File: src/rtl/audio_level_meter_ballistics_top_assert.svh
// Assertion macros used by the level meter controller.
`ifndef AUDIO_LEVEL_METER_BALLISTICS_TOP_ASSERT_SVH
`define AUDIO_LEVEL_METER_BALLISTICS_TOP_ASSERT_SVH

// Same-cycle implication, sampled on clk, off while rst_n is low.
`define ALMB_ASSERT_NOW(lbl, ante, cons, msg) \
  lbl: assert property (@(posedge clk) disable iff (!rst_n) (ante) |-> (cons)) else $error(msg);

// Next-cycle implication, sampled on clk, off while rst_n is low.
`define ALMB_ASSERT_NEXT(lbl, ante, cons, msg) \
  lbl: assert property (@(posedge clk) disable iff (!rst_n) (ante) |=> (cons)) else $error(msg);

`endif

File: src/rtl/almb_pkg.sv
// Types and constants shared by the level meter modules.
`timescale 1ns / 1ps
package almb_pkg;

  localparam int SAMPLE_W  = 24;
  localparam int GR_W      = 16;
  localparam int GRO_W     = 15;
  localparam int COEF_W    = 17;
  localparam int LVL_W     = 32;
  localparam int DB_W      = 16;
  localparam int NUM_REGS  = 6;
  localparam int CFG_IDX_W = 3;

  localparam int DIV_STEPS  = 64;
  localparam int SQRT_STEPS = 32;
  localparam int SQR_STEPS  = 16;

  // register indexes
  localparam logic [CFG_IDX_W-1:0] REG_PEAK_ATT = 3'd0;
  localparam logic [CFG_IDX_W-1:0] REG_PEAK_REL = 3'd1;
  localparam logic [CFG_IDX_W-1:0] REG_RMS_ATT  = 3'd2;
  localparam logic [CFG_IDX_W-1:0] REG_RMS_REL  = 3'd3;
  localparam logic [CFG_IDX_W-1:0] REG_GR_ATT   = 3'd4;
  localparam logic [CFG_IDX_W-1:0] REG_GR_REL   = 3'd5;

  typedef logic [COEF_W-1:0] coef_t;
  localparam coef_t REG_RESET [NUM_REGS] = '{
    17'd20972, 17'd2949, 17'd9437, 17'd1032, 17'd29491, 17'd3604
  };
  localparam coef_t COEF_ONE = 17'h10000;

  // smoothed channel selects
  typedef logic [1:0] chan_t;
  localparam chan_t CH_PEAK = 2'd0;
  localparam chan_t CH_RMS  = 2'd1;
  localparam chan_t CH_TP   = 2'd2;
  localparam chan_t CH_GR   = 2'd3;

  // below this level (1e-6 of full scale) the dB value is floored
  localparam logic [LVL_W-1:0] FLOOR_LIMIT   = 32'd2148;
  localparam logic [16:0]      DB_FLOOR_Q8   = 17'd30720;
  localparam logic [31:0]      DB_PER_LOG2   = 32'd394566;
  localparam logic [40:0]      DB_ROUND_HALF = 41'h800000;

  typedef struct packed {
    logic  load;
    logic  sq;
    logic  div_init;
    logic  div_step;
    logic  sqrt_init;
    logic  sqrt_step;
    logic  sm_mul;
    logic  sm_apply;
    logic  clr;
    logic  db_load;
    logic  db_norm;
    logic  db_sq;
    logic  db_mul;
    logic  db_store;
    logic  out_load;
    chan_t ch;
  } almb_cmd_t;

  typedef struct packed {
    logic last;
    logic db_special;
    logic db_norm_done;
  } almb_stat_t;

endpackage

File: src/rtl/almb_ctrl.sv
// Sequencer for per-sample accumulation and the end-of-block math.
`timescale 1ns / 1ps
module almb_ctrl (
  input  logic                 clk,
  input  logic                 rst_n,
  input  logic                 in_tvalid,
  output logic                 in_tready,
  output logic                 out_tvalid,
  input  logic                 out_tready,
  input  almb_pkg::almb_stat_t stat,
  output almb_pkg::almb_cmd_t  cmd
);

  typedef enum logic [14:0] {
    ST_IDLE = 15'b000000000000001,
    ST_SQ   = 15'b000000000000010,
    ST_ADD  = 15'b000000000000100,
    ST_DIVI = 15'b000000000001000,
    ST_DIV  = 15'b000000000010000,
    ST_SQI  = 15'b000000000100000,
    ST_SQRT = 15'b000000001000000,
    ST_SMA  = 15'b000000010000000,
    ST_SMB  = 15'b000000100000000,
    ST_DBL  = 15'b000001000000000,
    ST_DBN  = 15'b000010000000000,
    ST_DBS  = 15'b000100000000000,
    ST_DBM  = 15'b001000000000000,
    ST_DBR  = 15'b010000000000000,
    ST_OUT  = 15'b100000000000000
  } state_t;

  state_t               state_r, state_nxt;
  logic [6:0]           cnt_r, cnt_nxt;
  almb_pkg::chan_t      idx_r, idx_nxt;
  logic                 out_valid_r, out_valid_nxt;

  always_comb begin
    state_nxt = state_r;
    cnt_nxt   = cnt_r;
    idx_nxt   = idx_r;
    cmd       = '0;
    cmd.ch    = idx_r;
    in_tready = 1'b0;
    case (state_r)
      ST_IDLE: begin
        in_tready = 1'b1;
        if (in_tvalid) begin
          cmd.load  = 1'b1;
          state_nxt = ST_SQ;
        end
      end
      ST_SQ: begin
        cmd.sq    = 1'b1;
        state_nxt = stat.last ? ST_ADD : ST_IDLE;
      end
      ST_ADD: begin
        // datapath folds the last square into the sum here
        state_nxt = ST_DIVI;
      end
      ST_DIVI: begin
        cmd.div_init = 1'b1;
        cnt_nxt      = '0;
        state_nxt    = ST_DIV;
      end
      ST_DIV: begin
        cmd.div_step = 1'b1;
        if (cnt_r == 7'(almb_pkg::DIV_STEPS - 1)) begin
          state_nxt = ST_SQI;
        end else begin
          cnt_nxt = cnt_r + 7'd1;
        end
      end
      ST_SQI: begin
        cmd.sqrt_init = 1'b1;
        cnt_nxt       = '0;
        state_nxt     = ST_SQRT;
      end
      ST_SQRT: begin
        cmd.sqrt_step = 1'b1;
        if (cnt_r == 7'(almb_pkg::SQRT_STEPS - 1)) begin
          idx_nxt   = almb_pkg::CH_PEAK;
          state_nxt = ST_SMA;
        end else begin
          cnt_nxt = cnt_r + 7'd1;
        end
      end
      ST_SMA: begin
        cmd.sm_mul = 1'b1;
        state_nxt  = ST_SMB;
      end
      ST_SMB: begin
        cmd.sm_apply = 1'b1;
        if (idx_r == almb_pkg::CH_GR) begin
          cmd.clr   = 1'b1;
          idx_nxt   = almb_pkg::CH_PEAK;
          state_nxt = ST_DBL;
        end else begin
          idx_nxt   = idx_r + 2'd1;
          state_nxt = ST_SMA;
        end
      end
      ST_DBL: begin
        cmd.db_load = 1'b1;
        state_nxt   = ST_DBN;
      end
      ST_DBN: begin
        if (stat.db_special) begin
          state_nxt = ST_DBR;
        end else if (stat.db_norm_done) begin
          cnt_nxt   = '0;
          state_nxt = ST_DBS;
        end else begin
          cmd.db_norm = 1'b1;
        end
      end
      ST_DBS: begin
        cmd.db_sq = 1'b1;
        if (cnt_r == 7'(almb_pkg::SQR_STEPS - 1)) begin
          state_nxt = ST_DBM;
        end else begin
          cnt_nxt = cnt_r + 7'd1;
        end
      end
      ST_DBM: begin
        cmd.db_mul = 1'b1;
        state_nxt  = ST_DBR;
      end
      ST_DBR: begin
        cmd.db_store = 1'b1;
        if (idx_r == almb_pkg::CH_TP) begin
          state_nxt = ST_OUT;
        end else begin
          idx_nxt   = idx_r + 2'd1;
          state_nxt = ST_DBL;
        end
      end
      ST_OUT: begin
        if (!out_valid_r || out_tready) begin
          cmd.out_load = 1'b1;
          state_nxt    = ST_IDLE;
        end
      end
      default: begin
        state_nxt = ST_IDLE;
      end
    endcase
  end

  always_comb begin
    if (cmd.out_load) begin
      out_valid_nxt = 1'b1;
    end else if (out_tready) begin
      out_valid_nxt = 1'b0;
    end else begin
      out_valid_nxt = out_valid_r;
    end
  end

  always_ff @(posedge clk) begin
    if (!rst_n) begin
      state_r     <= ST_IDLE;
      cnt_r       <= '0;
      idx_r       <= almb_pkg::CH_PEAK;
      out_valid_r <= 1'b0;
    end else begin
      state_r     <= state_nxt;
      cnt_r       <= cnt_nxt;
      idx_r       <= idx_nxt;
      out_valid_r <= out_valid_nxt;
    end
  end

  assign out_tvalid = out_valid_r;

`include "audio_level_meter_ballistics_top_assert.svh"

  `ALMB_ASSERT_NEXT(a_accept_to_sq, in_tvalid && in_tready, state_r == ST_SQ, "accepted transaction not processed")
  `ALMB_ASSERT_NEXT(a_last_to_add, state_r == ST_SQ && stat.last, state_r == ST_ADD, "block end missed")
  `ALMB_ASSERT_NEXT(a_out_hold, state_r == ST_OUT && out_valid_r && !out_tready, state_r == ST_OUT && out_tvalid, "result slot overwritten")
  `ALMB_ASSERT_NOW(a_div_cnt, state_r == ST_DIV, cnt_r < 7'(almb_pkg::DIV_STEPS), "divide step count overrun")

endmodule

File: config.mk
export PLATFORM = sky130hd
export DESIGN_NAME = almb_ctrl
export DESIGN_NICKNAME = d
export VERILOG_FILES = /design/src/rtl/almb_pkg.sv /design/src/rtl/almb_ctrl.sv
export VERILOG_INCLUDE_DIRS = /design/src /design/src/rtl
export SDC_FILE = /design/constraint.sdc
export NUM_CORES = 1
export LEC_CHECK = 0
export BUFFER_PORTS_ARGS = -buffer_cell sky130_fd_sc_hd__buf_4
export CORE_ASPECT_RATIO = 1.2
export CORE_MARGIN = 8
export CORE_UTILIZATION = 55
export DETAILED_ROUTE_END_ITERATION = 8
export PLACE_DENSITY = 0.81
export SLEW_MARGIN = 20
export SYNTH_ARGS = -nofsm -noshare
export SYNTH_HDL_FRONTEND = slang
export SYNTH_SLANG_ARGS = --single-unit
File: constraint.sdc
create_clock -name clk -period 2.7 [get_ports clk]
set_input_delay 0.405 -clock clk [delete_from_list [all_inputs] [get_ports clk]]
set_output_delay 0.405 -clock clk [all_outputs]
set_load 0.05 [all_outputs]
==> results.sh <==
export IMPL_required_ns=2.30
export IMPL_p_total_uw=713
export IMPL_r2r_cells=8
export IMPL_rr_startpoint="cnt_r[0]$_SDFFE_PN0P_"
export IMPL_endpoint_kind="output pin"
export IMPL_cpMostUsedCell="or4_4"
export IMPL_synth_top_cell_by_area="dfxtp_1"
export IMPL_min_path_cells=3
export IMPL_post_route_cells_drive_above_1_share_pct=27.8
export IMPL_synth_edf_count=0
export IMPL_status="finished, final reports clean"
export IMPL_finalMaxSlewViolations=0
export IMPL_crit_type="reg -> out"
export IMPL_final_setup_skew_ns=0.00803
export IMPL_cts_root_buf="clkbuf_4"
export IMPL_yosysMostFrequentCell="dfxtp_1"
export IMPL_wl_mm=4.14
export IMPL_synth_top_family_by_area="simple AND/OR/NAND/NOR gates"
export IMPL_hpwlAfterDp_mm=3.02
export IMPL_instances_no_fill=250
export IMPL_rsz0062_at_grt="yes"
export IMPL_ys_async_sr_fraction_pct=0
export IMPL_path_max_fanout=3
export IMPL_synth_compound_area_share_pct=18.1
export IMPL_cpPeakStageDelay_ns=0.57
export IMPL_grt_pass1_vias=1523
export IMPL_drtAntennaViolNets=0
export IMPL_dr_pass1_iters=4
export IMPL_avgViaCountPerCell=6.22
export IMPL_cts_made_buffers=3
export IMPL_synth_seq_cells=25
export IMPL_synthTopCellsByArea="dfxtp_1 (32%), nor2_1 (4.6%), nand2_1 (2.9%), o211ai_1 (2.9%), or4_4 (2.9%)"
export IMPL_clk_latency_ns=0.33
export IMPL_gp_congestion=0.925
export IMPL_drtIter0Drc=150
export IMPL_syn_area_sq_mm=0.00154
export IMPL_antenna_found_initial=0
export IMPL_fp_coreArea_sq_mm=0.00273
export IMPL_path_cells="or4_4 > or4_4 > nor3_4 > buf_6"
export IMPL_cts_clk_slew_worst_paths_ns=0.14
export IMPL_htreeDepth=1
export IMPL_postSynthCellCount=183
export IMPL_finalNetCount=227
export IMPL_synthMuxAreaShare_pct=0
export IMPL_io_buffers=25
export IMPL_synthAdderAreaFrac_pct=2.43
export IMPL_area_growth_pct=22.6
export IMPL_avgSynthCellArea_sq_um=8.44
export IMPL_drc_errors=0
export IMPL_cp_num_cells=4
export IMPL_cap_violations=0
export IMPL_critPathTopFamily="simple AND/OR/NAND/NOR gates"
export IMPL_setup_slack_ns=0.0364
export IMPL_cts_tree="yes"
export IMPL_holdCritStartpoint="stat[2]"
export IMPL_io_pins=26
export IMPL_synth_xor_area_share_pct=0
export IMPL_ir_drop_mv=0.285
export IMPL_fp_dieH_um=74.0
export IMPL_critPathBufInv=1
export IMPL_grt_remaining_overflow=0
export IMPL_ys_types=45
export IMPL_syn_num_nets=193
export IMPL_placedCellCount=240
export IMPL_arrival_ns=2.26
export IMPL_fin_crit_ns=2.66
export IMPL_ys_seq_area_share_pct=32.4
export IMPL_die_w_um=64.4
export IMPL_timing_fmax_mhz=375
export IMPL_cts_sinks=25
export IMPL_synth_ff_type="dfxtp_1"
export IMPL_yosysWarnings=0
export IMPL_hold_buffers=0
export IMPL_crit_start="state_r[6]$_SDFFE_PN0P_"
export IMPL_start_util_pct=56.5
export IMPL_hold_violations=0
export IMPL_fp_row_count=21
export IMPL_synth_top_cell_area_share_pct=32.4
export IMPL_fillers=229
export IMPL_grt_pass1_wl_mm=6.79
export IMPL_dieArea_sq_mm=0.00477
export IMPL_tightest_slew_ns=0.528
export IMPL_synth_simple_area_share_pct=42.5
export IMPL_vias=1554
export IMPL_grt_max_degree=22
export IMPL_setup_viol=0
export IMPL_wl_per_cell_um=16.5
export IMPL_clk_path_buf_depth=2
export IMPL_dp_slack_ns=0.264
export IMPL_antenna_cells=0
export IMPL_power_density_mw_per_mm2=377
export IMPL_min_delay_path_class="in -> reg"
export IMPL_min_period_over_period_pct=98.7
export IMPL_grt_usage_pct=17.4
export IMPL_cellLeakagePower_uw=0.000787
export IMPL_max_slew_margin_rel_pct=64.3
export IMPL_slowest_stage="or4_4"
export IMPL_ys_top_cells_by_count="dfxtp_1 (25), nor2_1 (19), nand2_1 (12), inv_1 (10), nor3_1 (8)"
export IMPL_start_kind="flop"
==> per-stage QoR <==
step / area [sq um] / util, % / hold slack (ns) / setup TNS [ns]
finish: 1890 / 69.3 / 0.322 / 0
global route: 1890 / 69.3 / 0.299 / -0.0581
CTS: 1820 / 66.6 / 0.321 / -0.0135
detailed placement: 1780 / 65.2 / 0.463 / 0
global placement: 1780 / 65.2 / 0.461 / 0
floorplan: 1560 / - / 0.443 / -0.0849
==> per-layer routing <==
metal	GRT usage, %	routed length [um]	up-vias
met5	0	0	-
met1	19.0	1680	729
li1	-	-	763
met4	8.25	101	0
met2	31.4	2160	49
met3	3.77	204	13
==> cell families after synthesis <==
kind of cell    after synthesis
compound gates               35
fa+ha+maj                     3
buf+inv                      15
flops                        25
simple gates                105
==> report_power, final <==
group	leakage [uW]	total [uW]	switching (uW)	internal, uW
registers	0.000205	385	11.3	374
clock network	0.0000150	172	114	58.0
logic	0.000568	156	100	56.0
total	0.000787	713	225	488
==> area by class of cell <==
type | count | area (sq um) | share of cell area, %
Sequential cell | 25 | 513 | 27.1
Timing Repair Buffer | 34 | 259 | 13.7
Tap cell | 34 | 42.5 | 2.25
Clock buffer | 4 | 26.3 | 1.39
Inverter | 10 | 37.5 | 1.98
Multi-Input combinational cell | 143 | 1010 | 53.6
==> final timing paths <==
path	end	slack (ns)
worst min register to register	cnt_r[1]$_SDFFE_PN0P_	0.48
worst max-delay path	cmd[6]	0.04
worst max register to register	state_r[3]$_SDFFE_PN0P_	0.20
worst min-delay path	state_r[2]$_SDFFE_PN0P_	0.32
==> sequential cells by signal, indices dropped and copies added, names as in the netlist <==
name / count
out_tvalid: 1
cnt_r: 7
state_r: 15
idx_r: 2
==> placed cells by master (no fill, tap or decap), types with 2 or more instances in the layout <==
cell,n
or4b_1,2
nand4b_1,2
o31ai_1,2
nor4_1,5
a22oi_1,2
o21ai_0,4
clkbuf_4,3
a21oi_1,4
nor3_1,7
o211ai_1,6
inv_1,10
and2_1,3
dfxtp_1,19
nand3_1,7
or4_4,4
or3_1,2
buf_4,33
dfxtp_2,4
nand4_1,7
nor3b_1,2
o21a_1,4
nor4b_1,5
nor4_4,3
and4b_1,2
nor2_1,19
ha_1,3
nand2_1,12
and3_1,3
a31oi_1,2
nor4_2,2
dfxtp_4,2
nor2b_1,4
a21boi_0,3
nand2b_1,7
o211ai_4,2
==> worst register-to-register path, delay by kind of cell (launching register included) <==
family                   cells  cell delay (ns)
AO/OA/AOI/OAI                1             0.42
AND/OR/NAND/NOR              5             1.17
buffers and inverters        1             0.19
adder cells (fa/ha/maj)      1             0.23
flip-flops                   1             0.39
==> timing repair <==
action                                  CTS  global route
setup buffers                             0             6
resized for setup                         2            10
gates cloned                              0             0
endpoints found under the setup margin    2             4
pin swaps                                 0             6
Power figures use the tool's default switching activity.
