==> config.mk <==
export PLATFORM = sky130hd
export DESIGN_NAME = almb_datapath
export DESIGN_NICKNAME = d
export VERILOG_FILES = /design/src/rtl/audio_level_meter_ballistics_top_assert.svh /design/src/rtl/almb_pkg.sv /design/src/rtl/almb_datapath.sv
export SDC_FILE = /design/constraint.sdc
export NUM_CORES = 2
export LEC_CHECK = 0
export BUFFER_PORTS_ARGS = -buffer_cell sky130_fd_sc_hd__buf_4
export CAP_MARGIN = 5
export CORE_MARGIN = 4
export CORE_UTILIZATION = 60
export CTS_BUF_LIST = sky130_fd_sc_hd__clkbuf_8
export DETAILED_ROUTE_END_ITERATION = 8
export PLACE_DENSITY_LB_ADDON = 0.25
export SYNTH_ARGS = -nofsm -noshare
export SYNTH_HDL_FRONTEND = slang
export SYNTH_SLANG_ARGS = --single-unit
==> constraint.sdc <==
create_clock -name clk -period 17.3 [get_ports clk]
set_clock_uncertainty 0.2 [all_clocks]
set_input_delay 2.595 -clock clk [delete_from_list [all_inputs] [get_ports clk]]
set_output_delay 2.595 -clock clk [all_outputs]
set_load 0.03 [all_outputs]
==> src/rtl/audio_level_meter_ballistics_top_assert.svh <==
// Assertion macros used by the level meter controller.
`ifndef AUDIO_LEVEL_METER_BALLISTICS_TOP_ASSERT_SVH
`define AUDIO_LEVEL_METER_BALLISTICS_TOP_ASSERT_SVH

// Same-cycle implication, sampled on clk, off while rst_n is low.
`define ALMB_ASSERT_NOW(lbl, ante, cons, msg) \
  lbl: assert property (@(posedge clk) disable iff (!rst_n) (ante) |-> (cons)) else $error(msg);

// Next-cycle implication, sampled on clk, off while rst_n is low.
`define ALMB_ASSERT_NEXT(lbl, ante, cons, msg) \
  lbl: assert property (@(posedge clk) disable iff (!rst_n) (ante) |=> (cons)) else $error(msg);

`endif

==> src/rtl/almb_pkg.sv <==
// Types and constants shared by the level meter modules.
`timescale 1ns / 1ps
package almb_pkg;

  localparam int SAMPLE_W  = 24;
  localparam int GR_W      = 16;
  localparam int GRO_W     = 15;
  localparam int COEF_W    = 17;
  localparam int LVL_W     = 32;
  localparam int DB_W      = 16;
  localparam int NUM_REGS  = 6;
  localparam int CFG_IDX_W = 3;

  localparam int DIV_STEPS  = 64;
  localparam int SQRT_STEPS = 32;
  localparam int SQR_STEPS  = 16;

  // register indexes
  localparam logic [CFG_IDX_W-1:0] REG_PEAK_ATT = 3'd0;
  localparam logic [CFG_IDX_W-1:0] REG_PEAK_REL = 3'd1;
  localparam logic [CFG_IDX_W-1:0] REG_RMS_ATT  = 3'd2;
  localparam logic [CFG_IDX_W-1:0] REG_RMS_REL  = 3'd3;
  localparam logic [CFG_IDX_W-1:0] REG_GR_ATT   = 3'd4;
  localparam logic [CFG_IDX_W-1:0] REG_GR_REL   = 3'd5;

  typedef logic [COEF_W-1:0] coef_t;
  localparam coef_t REG_RESET [NUM_REGS] = '{
    17'd20972, 17'd2949, 17'd9437, 17'd1032, 17'd29491, 17'd3604
  };
  localparam coef_t COEF_ONE = 17'h10000;

  // smoothed channel selects
  typedef logic [1:0] chan_t;
  localparam chan_t CH_PEAK = 2'd0;
  localparam chan_t CH_RMS  = 2'd1;
  localparam chan_t CH_TP   = 2'd2;
  localparam chan_t CH_GR   = 2'd3;

  // below this level (1e-6 of full scale) the dB value is floored
  localparam logic [LVL_W-1:0] FLOOR_LIMIT   = 32'd2148;
  localparam logic [16:0]      DB_FLOOR_Q8   = 17'd30720;
  localparam logic [31:0]      DB_PER_LOG2   = 32'd394566;
  localparam logic [40:0]      DB_ROUND_HALF = 41'h800000;

  typedef struct packed {
    logic  load;
    logic  sq;
    logic  div_init;
    logic  div_step;
    logic  sqrt_init;
    logic  sqrt_step;
    logic  sm_mul;
    logic  sm_apply;
    logic  clr;
    logic  db_load;
    logic  db_norm;
    logic  db_sq;
    logic  db_mul;
    logic  db_store;
    logic  out_load;
    chan_t ch;
  } almb_cmd_t;

  typedef struct packed {
    logic last;
    logic db_special;
    logic db_norm_done;
  } almb_stat_t;

endpackage

==> src/rtl/almb_datapath.sv <==
// Accumulators, shared multiplier, divide/root/log units and output register.
`timescale 1ns / 1ps
module almb_datapath #(
  parameter int MAX_SAMPLES = 65536,
  parameter int CNT_W       = 17
) (
  input  logic                                   clk,
  input  logic                                   rst_n,
  input  logic [almb_pkg::SAMPLE_W-1:0]          sample_value,
  input  logic                                   channel_first,
  input  logic                                   block_last,
  input  logic [almb_pkg::GR_W-1:0]              gain_reduction_in,
  input  logic                                   cfg_we,
  input  logic [almb_pkg::CFG_IDX_W-1:0]         cfg_idx,
  input  logic [almb_pkg::COEF_W-1:0]            cfg_wdata,
  input  almb_pkg::almb_cmd_t                    cmd,
  output almb_pkg::almb_stat_t                   stat,
  output logic [almb_pkg::SAMPLE_W-1:0]          peak_level,
  output logic [almb_pkg::SAMPLE_W-1:0]          rms_level,
  output logic [almb_pkg::SAMPLE_W-1:0]          true_peak_level,
  output logic [almb_pkg::DB_W-1:0]              peak_db,
  output logic [almb_pkg::DB_W-1:0]              rms_db,
  output logic [almb_pkg::DB_W-1:0]              true_peak_db,
  output logic [almb_pkg::GRO_W-1:0]             gain_reduction_out
);

  localparam int SW = almb_pkg::SAMPLE_W;

  // input holding
  logic signed [SW-1:0] s_r;
  logic                 first_r, last_r;
  logic [15:0]          gr_r;

  // block accumulators
  logic [SW-1:0]        peak_r, tpk_r;
  logic [63:0]          sum_r;
  logic [CNT_W-1:0]     count_r;
  logic signed [SW-1:0] prev_r;
  logic                 pend_r;

  // arithmetic state
  logic [63:0]          mprod_r;
  logic [63:0]          q_r;
  logic [CNT_W-1:0]     drem_r;
  logic [33:0]          srem_r;
  logic [31:0]          root_r;
  logic                 up_r;
  logic [31:0]          sm_peak_r, sm_rms_r, sm_tp_r, sm_gr_r;
  logic [31:0]          m_r;
  logic [4:0]           sh_r;
  logic [15:0]          frac_r;
  logic                 dbf_floor_r, dbf_top_r;
  logic [15:0]          db_peak_r, db_rms_r, db_tp_r;
  almb_pkg::coef_t      cfg_r [almb_pkg::NUM_REGS];

  // output register
  logic [SW-1:0]        o_peak_r, o_rms_r, o_tp_r;
  logic [15:0]          o_pdb_r, o_rdb_r, o_tdb_r;
  logic [14:0]          o_gr_r;

  function automatic logic [SW-1:0] interp_mag(input logic signed [SW+2:0] x);
    logic [SW+2:0] u;
    u = x[SW+2] ? (~x + 1'b1) : x;
    return u[SW+1:2];
  endfunction

  function automatic almb_pkg::coef_t coef_clamp(input almb_pkg::coef_t c);
    return c[almb_pkg::COEF_W-1] ? almb_pkg::COEF_ONE : c;
  endfunction

  // per-sample terms
  logic signed [SW-1:0] p_eff;
  logic signed [SW:0]   s_ext;
  logic [SW:0]          a_full;
  logic [SW-1:0]        a_mag;
  logic signed [SW+2:0] p27, s27;
  logic [SW-1:0]        i1, i2, i3, tp_cand;
  logic                 cnt_ok;

  always_comb begin
    p_eff  = first_r ? s_r : prev_r;
    s_ext  = {s_r[SW-1], s_r};
    a_full = s_ext[SW] ? (~s_ext + 1'b1) : s_ext;
    a_mag  = a_full[SW-1:0];
    p27    = {{3{p_eff[SW-1]}}, p_eff};
    s27    = {{3{s_r[SW-1]}}, s_r};
    i1     = interp_mag((p27 <<< 1) + p27 + s27);
    i2     = interp_mag((p27 + s27) <<< 1);
    i3     = interp_mag(p27 + (s27 <<< 1) + s27);
    tp_cand = a_mag;
    if (i1 > tp_cand) tp_cand = i1;
    if (i2 > tp_cand) tp_cand = i2;
    if (i3 > tp_cand) tp_cand = i3;
    cnt_ok = count_r < CNT_W'(MAX_SAMPLES);
  end

  // smoothing operand selection
  logic [31:0]     cur, tgt, grt, diff, step, lvl;
  almb_pkg::coef_t att, rel, coef;
  logic            up;

  always_comb begin
    grt = (!gr_r[15] && gr_r != 16'd0) ? {1'b0, gr_r[14:0], 16'h0000} : 32'd0;
    case (cmd.ch)
      almb_pkg::CH_PEAK: begin
        cur = sm_peak_r; tgt = {peak_r, 8'h00};
        att = cfg_r[almb_pkg::REG_PEAK_ATT]; rel = cfg_r[almb_pkg::REG_PEAK_REL];
        lvl = sm_peak_r;
      end
      almb_pkg::CH_RMS: begin
        cur = sm_rms_r; tgt = {root_r[SW-1:0], 8'h00};
        att = cfg_r[almb_pkg::REG_RMS_ATT]; rel = cfg_r[almb_pkg::REG_RMS_REL];
        lvl = sm_rms_r;
      end
      almb_pkg::CH_TP: begin
        cur = sm_tp_r; tgt = {tpk_r, 8'h00};
        att = cfg_r[almb_pkg::REG_PEAK_ATT]; rel = cfg_r[almb_pkg::REG_PEAK_REL];
        lvl = sm_tp_r;
      end
      default: begin
        cur = sm_gr_r; tgt = grt;
        att = cfg_r[almb_pkg::REG_GR_ATT]; rel = cfg_r[almb_pkg::REG_GR_REL];
        lvl = sm_peak_r;
      end
    endcase
    up   = tgt > cur;
    diff = up ? (tgt - cur) : (cur - tgt);
    coef = coef_clamp(up ? att : rel);
    step = mprod_r[47:16];
  end

  // the one multiplier
  logic [31:0] mul_a, mul_b;
  logic [63:0] mres;
  logic [21:0] neg;

  always_comb begin
    neg   = {6'(sh_r) + 6'd1, 16'h0000} - 22'(frac_r);
    mul_a = '0;
    mul_b = '0;
    if (cmd.sq) begin
      mul_a = 32'(a_mag);
      mul_b = 32'(a_mag);
    end else if (cmd.sm_mul) begin
      mul_a = diff;
      mul_b = 32'(coef);
    end else if (cmd.db_sq) begin
      mul_a = m_r;
      mul_b = m_r;
    end else if (cmd.db_mul) begin
      mul_a = 32'(neg);
      mul_b = almb_pkg::DB_PER_LOG2;
    end
    mres = mul_a * mul_b;
  end

  // divide and root steps, sum folding and dB value rounding
  logic [CNT_W:0]  dsh;
  logic [35:0]     ssh, strial;
  logic [64:0]     sum_add;
  logic [31:0]     sq_t;
  logic [40:0]     rnd;
  logic [16:0]     mag;
  logic [15:0]     db_val;

  always_comb begin
    dsh     = {drem_r, q_r[63]};
    ssh     = {srem_r, q_r[63:62]};
    strial  = {2'b00, root_r, 2'b01};
    sum_add = {1'b0, sum_r} + {1'b0, mprod_r};
    sq_t    = mres[61:30];
    rnd     = mprod_r[40:0] + almb_pkg::DB_ROUND_HALF;
    mag     = rnd[40:24];
    if (mag > almb_pkg::DB_FLOOR_Q8) mag = almb_pkg::DB_FLOOR_Q8;
    if (dbf_floor_r) begin
      db_val = 16'h0000 - almb_pkg::DB_FLOOR_Q8[15:0];
    end else if (dbf_top_r) begin
      db_val = 16'h0000;
    end else begin
      db_val = 16'h0000 - mag[15:0];
    end
  end

  // state with reset values
  always_ff @(posedge clk) begin
    if (!rst_n) begin
      peak_r    <= '0;
      tpk_r     <= '0;
      sum_r     <= '0;
      count_r   <= '0;
      prev_r    <= '0;
      pend_r    <= 1'b0;
      sm_peak_r <= '0;
      sm_rms_r  <= '0;
      sm_tp_r   <= '0;
      sm_gr_r   <= '0;
      for (int i = 0; i < almb_pkg::NUM_REGS; i++) cfg_r[i] <= almb_pkg::REG_RESET[i];
    end else begin
      if (cfg_we && cfg_idx < almb_pkg::CFG_IDX_W'(almb_pkg::NUM_REGS)) begin
        cfg_r[cfg_idx] <= cfg_wdata;
      end
      pend_r <= 1'b0;
      if (cmd.sq) begin
        if (a_mag > peak_r) peak_r <= a_mag;
        if (tp_cand > tpk_r) tpk_r <= tp_cand;
        prev_r <= s_r;
        if (cnt_ok) begin
          count_r <= count_r + 1'b1;
          pend_r  <= 1'b1;
        end
      end
      if (pend_r) begin
        sum_r <= sum_add[64] ? '1 : sum_add[63:0];
      end
      if (cmd.sm_apply) begin
        case (cmd.ch)
          almb_pkg::CH_PEAK: sm_peak_r <= up_r ? cur + step : cur - step;
          almb_pkg::CH_RMS:  sm_rms_r  <= up_r ? cur + step : cur - step;
          almb_pkg::CH_TP:   sm_tp_r   <= up_r ? cur + step : cur - step;
          default:           sm_gr_r   <= up_r ? cur + step : cur - step;
        endcase
      end
      if (cmd.clr) begin
        peak_r  <= '0;
        tpk_r   <= '0;
        sum_r   <= '0;
        count_r <= '0;
      end
    end
  end

  // payload and working registers
  always_ff @(posedge clk) begin
    if (cmd.load) begin
      s_r     <= sample_value;
      first_r <= channel_first;
      last_r  <= block_last;
      gr_r    <= gain_reduction_in;
    end
    if (cmd.sq || cmd.sm_mul || cmd.db_mul) mprod_r <= mres;
    if (cmd.sm_mul) up_r <= up;
    if (cmd.div_init) begin
      q_r    <= sum_r;
      drem_r <= '0;
    end
    if (cmd.div_step) begin
      if (dsh >= {1'b0, count_r}) begin
        drem_r <= CNT_W'(dsh - {1'b0, count_r});
        q_r    <= {q_r[62:0], 1'b1};
      end else begin
        drem_r <= dsh[CNT_W-1:0];
        q_r    <= {q_r[62:0], 1'b0};
      end
    end
    if (cmd.sqrt_init) begin
      srem_r <= '0;
      root_r <= '0;
      if (count_r == '0) q_r <= '0;
    end
    if (cmd.sqrt_step) begin
      q_r <= {q_r[61:0], 2'b00};
      if (ssh >= strial) begin
        srem_r <= 34'(ssh - strial);
        root_r <= {root_r[30:0], 1'b1};
      end else begin
        srem_r <= ssh[33:0];
        root_r <= {root_r[30:0], 1'b0};
      end
    end
    if (cmd.db_load) begin
      m_r         <= lvl[31] ? (lvl >> 1) : lvl;
      sh_r        <= '0;
      frac_r      <= '0;
      dbf_floor_r <= lvl < almb_pkg::FLOOR_LIMIT;
      dbf_top_r   <= lvl[31];
    end
    if (cmd.db_norm) begin
      m_r  <= m_r << 1;
      sh_r <= sh_r + 5'd1;
    end
    if (cmd.db_sq) begin
      m_r    <= sq_t[31] ? (sq_t >> 1) : sq_t;
      frac_r <= {frac_r[14:0], sq_t[31]};
    end
    if (cmd.db_store) begin
      case (cmd.ch)
        almb_pkg::CH_PEAK: db_peak_r <= db_val;
        almb_pkg::CH_RMS:  db_rms_r  <= db_val;
        default:           db_tp_r   <= db_val;
      endcase
    end
    if (cmd.out_load) begin
      o_peak_r <= sm_peak_r[SW+7:8];
      o_rms_r  <= sm_rms_r[SW+7:8];
      o_tp_r   <= sm_tp_r[SW+7:8];
      o_pdb_r  <= db_peak_r;
      o_rdb_r  <= db_rms_r;
      o_tdb_r  <= db_tp_r;
      o_gr_r   <= sm_gr_r[30:16];
    end
  end

  assign stat.last         = last_r;
  assign stat.db_special   = dbf_floor_r | dbf_top_r;
  assign stat.db_norm_done = m_r[30];

  assign peak_level         = o_peak_r;
  assign rms_level          = o_rms_r;
  assign true_peak_level    = o_tp_r;
  assign peak_db            = o_pdb_r;
  assign rms_db             = o_rdb_r;
  assign true_peak_db       = o_tdb_r;
  assign gain_reduction_out = o_gr_r;

endmodule

==> flow_metrics.env <==
export IMPL_status="completed"
export IMPL_drt_wl_total_mm=309
export IMPL_worstSetupStartpoint="cmd[0]"
export IMPL_vias=78700
export IMPL_cts_tree="done"
export IMPL_grt_ovfl_total=0
export IMPL_finalHoldViolCount=0
export IMPL_ys_async_sr_fraction_pct=0
export IMPL_synth_edff_count=530
export IMPL_synth_cells=10500
export IMPL_crit_top_cell="fa_1"
export IMPL_synth_warnings=0
export IMPL_worstHoldStart="db_rms_r[10]"
export IMPL_fillCellCount=12700
export IMPL_avgSynthCellArea_sq_um=8.77
export IMPL_cp_slowest_stage_delay_ns=1.04
export IMPL_grt_util_all_layers_pct=37.9
export IMPL_first_pass_iters=9
export IMPL_drtIter0Drc=9189
export IMPL_syn2layout_area_growth_pct=7.76
export IMPL_die_area_sq_mm=0.160
export IMPL_place_ws_ns=-0.0521
export IMPL_final_common_cell="inv_1"
export IMPL_post_route_drc_count=0
export IMPL_final_antenna_net_count=0
export IMPL_cp_end_kind="flip-flop"
export IMPL_grt_max_degree=128
export IMPL_setup_viol=0
export IMPL_globalplace_congestion=1.01
export IMPL_r2r_slack_ns=0.94
export IMPL_rsz0062_at_grt="no"
export IMPL_rows=143
export IMPL_multiInputGateArea_sq_mm=0.0625
export IMPL_antenna_found_initial=6
export IMPL_stdcell_area_sq_mm=0.0996
export IMPL_portBuffers=219
export IMPL_final_cell_mix="inv_1 (1475), nand2_1 (1425), fa_1 (949), nor2_1 (694), ha_1 (679)"
export IMPL_timing_worst_slew_pin_value_ns=1.28
export IMPL_timing_fmax_ghz=0.0598
export IMPL_die_w_um=401
export IMPL_maxSlewViolCount=0
export IMPL_ys_seq_area_share_pct=24.7
export IMPL_fin_ws_ns=0.581
export IMPL_grt_pass1_vias=77600
export IMPL_place_area_sq_mm=0.0965
export IMPL_hold_path_class="reg -> reg"
export IMPL_clk_path_buf_depth=3
export IMPL_initial_core_util_pct=60.6
export IMPL_htreeDepth=4
export IMPL_coreArea_sq_mm=0.153
export IMPL_viasPerCell=6.19
export IMPL_synthTopCellsByArea="fa_1 (21%), edfxtp_1 (17%), ha_1 (9.2%), dfxtp_1 (7.5%), inv_1 (5.8%)"
export IMPL_yosysTopAreaCell="fa_1"
export IMPL_synth_area_sq_mm=0.0924
export IMPL_regArea_sq_mm=0.0228
export IMPL_wl_per_cell_um=24.3
export IMPL_cts_sinks=876
export IMPL_synth_top_cell_area_share_pct=20.5
export IMPL_hold_buffers=0
export IMPL_min_period_ns=16.72
export IMPL_ios=220
export IMPL_fin_crit_sh_pct=96.6
export IMPL_synthFlopType="edfxtp_1"
export IMPL_clock_latency_ns=0.94
export IMPL_die_h_um=401
export IMPL_ys_types=111
export IMPL_critPathMaxFanout=65
export IMPL_ys_ff_latch=876
export IMPL_syn_nets=12300
export IMPL_max_slew_margin_pct=14.3
export IMPL_crit_type="in -> reg"
export IMPL_clkSlewWorstSetupHoldPaths_ns=0.06
export IMPL_grt_pass1_wl_mm=470
export IMPL_worst_setup_path_start_kind="primary input"
export IMPL_crit_required_ns=17.68
export IMPL_slowest_stage="o311ai_4"
export IMPL_drive_above_1_share_pct=7.68
export IMPL_max_cap_viol_count=0
export IMPL_cts_root_buf="clkbuf_8"
export IMPL_cts_buffers=151
export IMPL_nets=12300
export IMPL_r2r_start="first_r"
export IMPL_worstPathArrival_ns=17.10
export IMPL_hpwl_mm=243
-- final cells by class --
cell class	count	area share [%]
clock buffer	173	2.39
multi-input combinational	7674	62.7
clock inverter	104	0.710
timing repair buffer	420	3.29
tap	2030	2.55
inverter	1432	5.40
antenna	6	0.0151
sequential	876	22.9
-- critical path: cells and delay by family --
family | cells | cell delay [ns]
simple gates | 9 | 1.59
buf+inv | 15 | 2.91
compound gates | 15 | 4.84
fa+ha+maj | 11 | 5.07
-- cells by family (layout without fill, tap and decap cells) --
kind of cell             count (synthesis)  after routing  synth area share (%)
AO/OA/AOI/OAI                         2180           2180                  15.2
other                                    0              6                     0
multiplexers                           179            179                  1.98
adder cells (fa/ha/maj)               1633           1633                  29.8
AND/OR/NAND/NOR                       3251           3251                  16.1
buffers and inverters                 1993           2129                  8.17
flip-flops                             876            876                  24.7
XOR/XNOR                               431            431                  4.08
-- stage by stage --
step | hold WS, ns | TNS, ns | util, % | instances
floorplan | 0.200 | 0 | - | 10500
global route | 0.225 | 0 | 65.3 | 12700
detailed placement | 0.205 | -0.332 | 63.2 | 12400
finish | 0.214 | 0 | 65.3 | 12700
global placement | 0.203 | 0 | 63.2 | 12400
CTS | 0.215 | 0 | 65.2 | 12700
-- Yosys cell counts, types with 75 or more instances --
cell / n
o21a_1: 78
nor2_1: 697
dfxtp_1: 346
ha_1: 683
a21o_1: 218
nor2b_1: 132
edfxtp_1: 530
nand3_1: 176
nor3_1: 99
xor2_1: 143
nand2_1: 1427
o21ai_0: 515
fa_1: 949
nand4_1: 85
and3_1: 75
mux2i_1: 157
inv_1: 1428
and2_1: 287
a21oi_1: 635
nand2b_1: 87
clkbuf_1: 483
xnor2_1: 288
-- routing by layer --
metal  share of wire [%]  up-vias  track usage, %
met4                 5.8        0            18.5
met1                  39    38500            51.1
met5                   0        -               0
met3                  11      772            8.58
li1                    -    35200               -
met2                  44     4189            58.1
-- worst paths after layout --
| kind | to | depth (start not counted) |
|---|---|---|
| hold / removal | rms_db[10] | 0 |
| setup / recovery | m_r[3] | 50 |
| hold reg to reg | rms_db[10] | 0 |
| setup reg to reg | tpk_r[0] | 68 |
-- state kept, by name, summed over array words and instances (netlist names), 32 cells and up --
signal,cells
cfg_r,102
q_r,64
mprod_r,64
sum_r,64
m_r,32
root_r,32
sm_peak_r,32
sm_rms_r,32
sm_tp_r,32
srem_r,34
sm_gr_r,32
-- timing repair --
| action | CTS | global route |
|---|---|---|
| buffers inserted | 0 | 1 |
| setup endpoints to repair | 0 | 24 |
| gates resized for setup | 0 | 8 |
Power is left out: the tool's default activity adds up to more than one toggle a clock period on the data nets, which glitch-free logic cannot reach.
